--- src/rtl/iqdd_pkg.sv ---
`default_nettype none
// ---------------------------------------------------------------------------
// iqdd_pkg
// Shared types, constants and fixed-point helpers of the I/Q downconverter
// and demodulator.
// ---------------------------------------------------------------------------
package iqdd_pkg;

    // Default sizes
    localparam int SAMPLE_WIDTH_DEF     = 16;
    localparam int STATE_WIDTH_DEF      = 24;
    localparam int SINE_TABLE_DEPTH_DEF = 1024;

    // Oscillator and discriminator constants
    localparam int CORDIC_STAGES = 16;
    localparam int CORDIC_W      = 34;
    localparam int TRIG_W        = 16;
    localparam int TRIG_FRAC     = 15;
    localparam int FM_WIDTH      = 24;
    localparam int FM_PROD_W     = 2 * FM_WIDTH;
    localparam int NUM_W         = FM_PROD_W + 1;
    localparam int GAIN_W        = 16;
    localparam int ALPHA_W       = 17;
    localparam int DECIM_W       = 11;
    localparam int CNT_W         = 10;
    localparam int STEP_W        = 6;
    localparam int CFG_IDX_W     = 3;
    localparam int CFG_DATA_W    = 32;

    localparam logic signed [CORDIC_W-1:0] CORDIC_X0 = 34'sd652032874;
    localparam logic [ALPHA_W-1:0] ALPHA_MAX = 17'd65536;
    localparam logic [DECIM_W-1:0] DECIM_MAX = 11'd1024;

    localparam logic signed [CORDIC_W-1:0] ATAN_TURNS [CORDIC_STAGES] = '{
        34'sd536870912, 34'sd316933406, 34'sd167458907, 34'sd85004756,
        34'sd42667331,  34'sd21354465,  34'sd10679838,  34'sd5340245,
        34'sd2670163,   34'sd1335087,   34'sd667544,    34'sd333772,
        34'sd166886,    34'sd83443,     34'sd41722,     34'sd20861
    };

    // Configuration register indexes
    localparam logic [CFG_IDX_W-1:0] CFG_PHASE_STEP   = 3'd0;
    localparam logic [CFG_IDX_W-1:0] CFG_FILTER_ALPHA = 3'd1;
    localparam logic [CFG_IDX_W-1:0] CFG_DECIMATION   = 3'd2;
    localparam logic [CFG_IDX_W-1:0] CFG_FM_GAIN      = 3'd3;
    localparam logic [CFG_IDX_W-1:0] CFG_DEMOD_MODE   = 3'd4;

    // Demodulation modes
    localparam logic [1:0] MODE_FM  = 2'd0;
    localparam logic [1:0] MODE_AM  = 2'd1;
    localparam logic [1:0] MODE_SSB = 2'd2;

    // Datapath operations
    typedef enum logic [3:0] {
        OP_IDLE,
        OP_LOAD,
        OP_ROT,
        OP_MIX,
        OP_FMP,
        OP_AMP,
        OP_DIV,
        OP_SQRT,
        OP_FINISH
    } op_t;

    typedef struct packed {
        op_t              op;
        logic [STEP_W-1:0] step;
        logic             out_load;
    } dp_cmd_t;

    typedef struct packed {
        logic       keep;
        logic [1:0] mode;
    } dp_status_t;

    // Shift left by lsh, or round half up and shift right by rsh
    function automatic logic signed [63:0] rescale64(input logic signed [63:0] v,
                                                     input int lsh, input int rsh);
        logic signed [63:0] rnd;
        rnd = (64'sd1 <<< rsh) >>> 1;
        return ((v <<< lsh) + rnd) >>> rsh;
    endfunction

    // Saturate to a signed w-bit range
    function automatic logic signed [63:0] sat64(input logic signed [63:0] v, input int w);
        logic signed [63:0] hi;
        logic signed [63:0] lo;
        hi = (64'sd1 <<< (w - 1)) - 64'sd1;
        lo = -hi - 64'sd1;
        if (v > hi) begin
            return hi;
        end
        if (v < lo) begin
            return lo;
        end
        return v;
    endfunction

endpackage
`default_nettype wire

--- src/rtl/iqdd_ctrl.sv ---
`default_nettype none
// ---------------------------------------------------------------------------
// iqdd_ctrl
// Sequencer: accepts a pair, steps the datapath through rotation, mixing,
// filtering and demodulation, and hands the result to the output register.
// ---------------------------------------------------------------------------
module iqdd_ctrl
    import iqdd_pkg::*;
#(
    parameter int SAMPLE_WIDTH = SAMPLE_WIDTH_DEF,
    parameter int STATE_WIDTH  = STATE_WIDTH_DEF
) (
    input  wire logic       clk,
    input  wire logic       rst_n,
    input  wire logic       in_valid,
    output logic            in_stall,
    output logic            out_valid,
    input  wire logic       out_stall,
    input  wire dp_status_t status,
    output dp_cmd_t         cmd
);

    typedef enum logic [7:0] {
        S_IDLE = 8'b0000_0001,
        S_ROT  = 8'b0000_0010,
        S_MIX  = 8'b0000_0100,
        S_FMP  = 8'b0000_1000,
        S_AMP  = 8'b0001_0000,
        S_DIV  = 8'b0010_0000,
        S_SQRT = 8'b0100_0000,
        S_FIN  = 8'b1000_0000
    } state_t;

    localparam logic [STEP_W-1:0] ROT_LAST  = STEP_W'(CORDIC_STAGES - 1);
    localparam logic [STEP_W-1:0] MIX_LAST  = STEP_W'(7);
    localparam logic [STEP_W-1:0] FMP_LAST  = STEP_W'(7);
    localparam logic [STEP_W-1:0] AMP_LAST  = STEP_W'(2);
    localparam logic [STEP_W-1:0] DIV_LAST  = STEP_W'(SAMPLE_WIDTH - 2);
    localparam logic [STEP_W-1:0] SQRT_LAST = STEP_W'(STATE_WIDTH - 1);

    state_t            state_reg, state_next;
    logic [STEP_W-1:0] step_reg, step_next;
    logic              out_valid_reg, out_valid_next;
    logic              load;

    assign in_stall  = (state_reg != S_IDLE);
    assign out_valid = out_valid_reg;

    // Sequence the datapath
    always_comb
    begin
        state_next   = state_reg;
        step_next    = step_reg + STEP_W'(1);
        cmd.op       = OP_IDLE;
        cmd.step     = step_reg;
        cmd.out_load = 1'b0;
        load         = 1'b0;
        unique case (state_reg)
            S_IDLE:
            begin
                step_next = '0;
                if (in_valid)
                begin
                    cmd.op     = OP_LOAD;
                    state_next = S_ROT;
                end
            end
            S_ROT:
            begin
                cmd.op = OP_ROT;
                if (step_reg == ROT_LAST)
                begin
                    state_next = S_MIX;
                    step_next  = '0;
                end
            end
            S_MIX:
            begin
                cmd.op = OP_MIX;
                if (step_reg == MIX_LAST)
                begin
                    step_next = '0;
                    if (!status.keep)
                        state_next = S_FIN;
                    else if (status.mode == MODE_FM)
                        state_next = S_FMP;
                    else if (status.mode == MODE_AM)
                        state_next = S_AMP;
                    else
                        state_next = S_FIN;
                end
            end
            S_FMP:
            begin
                cmd.op = OP_FMP;
                if (step_reg == FMP_LAST)
                begin
                    state_next = S_DIV;
                    step_next  = '0;
                end
            end
            S_DIV:
            begin
                cmd.op = OP_DIV;
                if (step_reg == DIV_LAST)
                begin
                    state_next = S_FIN;
                    step_next  = '0;
                end
            end
            S_AMP:
            begin
                cmd.op = OP_AMP;
                if (step_reg == AMP_LAST)
                begin
                    state_next = S_SQRT;
                    step_next  = '0;
                end
            end
            S_SQRT:
            begin
                cmd.op = OP_SQRT;
                if (step_reg == SQRT_LAST)
                begin
                    state_next = S_FIN;
                    step_next  = '0;
                end
            end
            S_FIN:
            begin
                step_next = '0;
                // Hold a kept result while a stalled one still occupies the output register
                if (!status.keep || !(out_valid_reg && out_stall))
                begin
                    cmd.op       = OP_FINISH;
                    cmd.out_load = status.keep;
                    load         = status.keep;
                    state_next   = S_IDLE;
                end
            end
            default:
            begin
                state_next = S_IDLE;
            end
        endcase
        out_valid_next = (out_valid_reg && out_stall) || load;
    end

    always_ff @(posedge clk or negedge rst_n)
    begin
        if (!rst_n)
        begin
            state_reg     <= S_IDLE;
            step_reg      <= '0;
            out_valid_reg <= 1'b0;
        end
        else
        begin
            state_reg     <= state_next;
            step_reg      <= step_next;
            out_valid_reg <= out_valid_next;
        end
    end

endmodule
`default_nettype wire

--- config.mk ---
export PLATFORM = sky130hd
export DESIGN_NAME = iqdd_ctrl
export DESIGN_NICKNAME = d
export VERILOG_FILES = /design/src/rtl/iqdd_pkg.sv /design/src/rtl/iqdd_ctrl.sv
export SDC_FILE = /design/constraint.sdc
export NUM_CORES = 1
export LEC_CHECK = 0
export ABC_AREA = 1
export BUFFER_PORTS_ARGS = -buffer_cell sky130_fd_sc_hd__buf_4
export CAP_MARGIN = 30
export CORE_ASPECT_RATIO = 0.8
export CORE_MARGIN = 2
export CORE_UTILIZATION = 57
export CTS_CLUSTER_DIAMETER = 120
export DETAILED_ROUTE_END_ITERATION = 12
export PLACE_DENSITY = 0.91
export SLEW_MARGIN = 10
export SYNTH_ARGS = -nofsm -noshare
export SYNTH_HDL_FRONTEND = slang
export SYNTH_SLANG_ARGS = --single-unit
--- constraint.sdc ---
create_clock -name clk -period 1.8 [get_ports clk]
set_clock_uncertainty 0.15 [all_clocks]
set_input_delay 0.18 -clock clk [delete_from_list [all_inputs] [get_ports clk]]
set_output_delay 0.18 -clock clk [all_outputs]
set_load 0.02 [all_outputs]
Word-level counts from Yosys, hierarchy flattened
Index checks and enable logic that the tools add are counted.
- muxes and demuxes: 23
- reductions and logical operators: 9
- equal/unequal tests: 23
- add/sub/neg operators: 1
- operators by type and width (kind ; number):
    2-to-1 mux 8 bit ; 11
    case mux 8 bit (8 select lines) ; 1
    case mux 6 bit (6 select lines) ; 1
    case mux 4 bit (8 select lines) ; 1
    2-to-1 mux 6 bit ; 5
    inequality test 2 bit (second input constant) ; 8
    == test 6 x 4 -> 1 bit (second input constant) ; 2
    == test 8 x 1 -> 1 bit (second input constant) ; 1
    == test 8 x 2 -> 1 bit (second input constant) ; 1
    == test 8 x 3 -> 1 bit (second input constant) ; 1
    == test 8 x 4 -> 1 bit (second input constant) ; 1
    == test 8 x 5 -> 1 bit (second input constant) ; 1
    == test 8 x 6 -> 1 bit (second input constant) ; 1
    == test 8 x 7 -> 1 bit (second input constant) ; 1
    == test 8 bit (second input constant) ; 1
    inequality test 8 x 1 -> 1 bit (second input constant) ; 1
    AND reduction 8 bit ; 1
    adder 6 x 1 -> 6 bit (second input constant) ; 1
    == test 6 x 2 -> 1 bit (second input constant) ; 1
    == test 6 x 3 -> 1 bit (second input constant) ; 1
    == test 6 x 5 -> 1 bit (second input constant) ; 1
    2-to-1 mux 4 bit ; 1
    OR reduction 2 bit ; 2
    2-to-1 mux 1 bit ; 3
    other kinds (5) ; 7
- input port bits: 7
- flip-flop bits (word level): 15
- output and inout bits: 13

Longest topological paths before layout
- word-level depth: 6
- mapped depth: 11
- mapped depth without buffers: 10

Worst setup path before layout
Ideal clock, no wire load.
- path kind: flip-flop to output port
- start point: register state_reg[7]
- end point: output port cmd[7] (netlist bit)
- setup slack: 0.019 ns
- data arrival time: 1.451 ns
- stages on the path, launching flop included: 6
- path buffers: 0
- cells stage by stage: dfrtp_1 -> nor2_2 -> nand2_4 -> inv_2 -> nand2_1 -> o21ai_0
- RTL lines (item ; line ; RTL):
    start: declaration ; iqdd_ctrl.sv:41 ; state_t state_reg, state_next;
    start signal: assignment ; iqdd_ctrl.sv:159 ; state_reg <= state_next;
    end: declaration ; iqdd_ctrl.sv:20 ; output dp_cmd_t cmd

==> impl_metrics.yaml <==
run_status:
  outcome: "complete, but fails checks"
  violated_checks: "setup timing"
die:
  ios: 20
  die-width_um: 59.6
  start_util: 0.587
  core_area_mm2: 0.00240
  design.die.area_mm2: 0.00289
  die_ht_um: 48.5
  placement_rows: 16
sta:
  hold_violations: 0
  fin_crit_sh: 1.09
  rsz0062_at_grt: "true"
  max_clock_freq_mhz: 511
  max_slew.worst_pin.slew_ns: 0.381
  setup_ws_ns: -0.156
  tmin_final_ns: 1.96
  finalMaxSlewViolations: 0
  timing.slew.headroom: 0.745
  setup-violations-final: 9
critical_path:
  timing.critical_path.slowest_cell_delay_ns: 0.57
  critical_path.cell_chain: "buf_4, nand2_1, nor2_2, nand2_2, o21ai_2, buf_6"
  reg2regPathDepth: 10
  timing.setup.critical_path_class: "reg2out"
  worst-endpoint-required_ns: 1.47
  crit-reg2reg-launch: "state_reg[0]$_DFFE_PN1P_"
  critical-path-slowest-cell: "sky130_fd_sc_hd__dfstp_2"
  instance_count_on_the_critical_path: 6
  cpLargestDelayFamily: "flip-flops"
  worst-path-buf-inv: 2
  worst_r2r_setup_slack_ns: -0.04
  worstSetupEndpointType: "output pin"
  worst_ep_arrival_time_ns: 1.63
  crit_path_start_kind: "register"
  worstPathMaxFanout: 4
  critical_path.reg2reg.endpoint: "state_reg[2]$_DFFE_PN0P_"
yosys:
  netlist_top_cells_area: "sky130_fd_sc_hd__dfrtp_1 25%, sky130_fd_sc_hd__nand3_1 18%, sky130_fd_sc_hd__nand2_1 16%"
  synthCells: 220
  netlist.top_cell.by_area: "sky130_fd_sc_hd__dfrtp_1"
  syn-num-nets: 229
  synth.ff_latch_count: 15
  share_of_the_synthesized_area_in_the_top_cell_type: 0.248
  post_synth_num_cell_types: 22
  yosys_warnings: 0
  post_synth.cell_area_avg_um2: 6.41
  ys_seq_area_frac: 0.267
  syn_area_mm2: 0.00141
place:
  port_buffers: 19
  dpl.hpwl_um: 2700
  globalplace.congestion: 0.887
global_routing:
  grt_first_pass_wirelength_um: 6600
  gr-usage-all-layers: 0.302
  overflow: 0
  antenna_found_initial: 0
  first_global_vias: 1449
  grt_max_degree: 16
final_layout:
  n_antenna_cell: 0
  synth_to_final_area_change_pct: 36.1
  ratio_of_cells_with_drive_above_1_in_the_final_layout: 0.366
  postLayoutCoreUtil: 0.799
  final_common_cell: "sky130_fd_sc_hd__nand2_1"
  num-nets-final: 272
  most-common-layout-cells: "57 x sky130_fd_sc_hd__nand2_1, 46 x sky130_fd_sc_hd__nand3_1, 32 x sky130_fd_sc_hd__buf_4"
  largest_register_ff_count: 8
power:
  post-layout-total-power_uw: 2410
  power_leakage_uw: 0.00103
  p_per_area_mw_per_mm2: 1260
  peakVddDrop_mv: 0.682
flow_run:
  drv_cap: 0
clock_network:
  cts.sink_count: 15
  clock_insertion_delay_worst_skew_ns: 0.29
  cts_inserted_buffers: 3
  clockRootBuffer: "sky130_fd_sc_hd__clkbuf_4"
  clk_pin_slew_worst_paths_ns: 0.10
  cts_tree: "done"
  cts.htree.levels: 1
  cts-root-to-sink-buffers: 2
hold_path:
  timing.hold.worst_endpoint: "state_reg[0]$_DFFE_PN1P_"
  holdCritStartpoint: "in_valid"
  hp-class: "in2reg"
  holdPathStages: 4
detailed_routing:
  drt-wirelength-per-cell_um: 16.4
  via_per_inst: 5.89
  finalWirelength_um: 4740
  antenna_violating_nets_post_route: 0
  residual_drc: 0
  routed-via-count: 1703
  dr.first_iter.drc_count: 91
  drt_pass1_iterations: 5
-- metrics by stage --
stage	hold slack, ns	instances	worst slack [ns]	setup TNS, ns	instance area (µm²)
global placement	-0.100	270	0.107	0	1610
finish	0.0595	289	-0.156	-0.483	1920
global route	0.0693	289	-0.191	-1.13	1920
floorplan	-0.266	220	0.0186	0	1410
CTS	0.00682	286	-0.0669	-0.189	1790
detailed placement	-0.0989	270	0.0835	0	1610
-- layout make-up --
| cell class | count | area [µm²] |
|---|---|---|
| tap | 27 | 33.8 |
| sequential | 15 | 379 |
| fill | 172 | 483 |
| clock buffer | 4 | 26.3 |
| multi-input combinational | 179 | 1040 |
| inverter | 23 | 91.3 |
| timing repair buffer | 41 | 347 |
-- cell families after synthesis --
| group | synth area share |
|---|---|
| flops | 0.267 |
| simple gates | 0.614 |
| compound gates | 0.0213 |
| fa+ha+maj | 0.0177 |
| buf+inv | 0.0799 |
-- worst min-delay path, cell delays in order --
cell                      delay, ns
sky130_fd_sc_hd__buf_4         0.09
sky130_fd_sc_hd__inv_1         0.06
sky130_fd_sc_hd__nand3_1       0.11
sky130_fd_sc_hd__nand2_1       0.06
-- layer usage --
metal	wire (µm)	share of wire	vias up	global-route usage
met4	161	0.034	0	0.104
li1	-	-	792	-
met2	2170	0.46	109	0.452
met3	482	0.10	22	0.0775
met1	1920	0.41	780	0.422
met5	0	0	-	0
-- where the power goes --
group | total (µW) | switching, µW | internal (µW)
sequential | 537 | 112 | 425
combinational | 1670 | 1010 | 659
clock | 208 | 121 | 86.2
-- timing repair --
action                                  CTS  global route
buffers inserted                          9             3
endpoints found under the setup margin    4            21
pin swaps                                 6             6
cloned                                    0             0
hold buffers                              3             0
hold endpoints to repair                 16             0
gates resized for setup                  14            25
-- synthesized netlist by cell type --
master	instances
sky130_fd_sc_hd__nand3_1	51
sky130_fd_sc_hd__o21ai_1	3
sky130_fd_sc_hd__ha_1	2
sky130_fd_sc_hd__dfstp_2	1
sky130_fd_sc_hd__nor2_2	7
sky130_fd_sc_hd__nand2_2	8
sky130_fd_sc_hd__inv_2	4
sky130_fd_sc_hd__dfrtp_1	14
sky130_fd_sc_hd__nand3b_1	2
sky130_fd_sc_hd__nor2_4	7
sky130_fd_sc_hd__buf_4	2
sky130_fd_sc_hd__nand4_2	1
sky130_fd_sc_hd__nand2_1	59
sky130_fd_sc_hd__nand3_2	4
sky130_fd_sc_hd__buf_6	1
sky130_fd_sc_hd__nand2_4	3
sky130_fd_sc_hd__a21oi_1	1
sky130_fd_sc_hd__inv_1	19
sky130_fd_sc_hd__nand4_1	2
sky130_fd_sc_hd__o21ai_0	2
sky130_fd_sc_hd__nor3_1	1
sky130_fd_sc_hd__nor2_1	26
-- worst max-delay path by stage --
stage                        startpoint      to  slack [ns]
2_1_floorplan  state_reg[7]$_DFFE_PN0P_  cmd[7]        0.02
3_3_place_gp   state_reg[0]$_DFFE_PN1P_  cmd[7]        0.11
3_5_place_dp   state_reg[0]$_DFFE_PN1P_  cmd[7]        0.08
4_1_cts        state_reg[0]$_DFFE_PN1P_  cmd[7]       -0.07
5_1_grt        state_reg[0]$_DFFE_PN1P_  cmd[7]       -0.19
6_report       state_reg[0]$_DFFE_PN1P_  cmd[7]       -0.16
No activity file was read; power rests on OpenSTA's default activity.
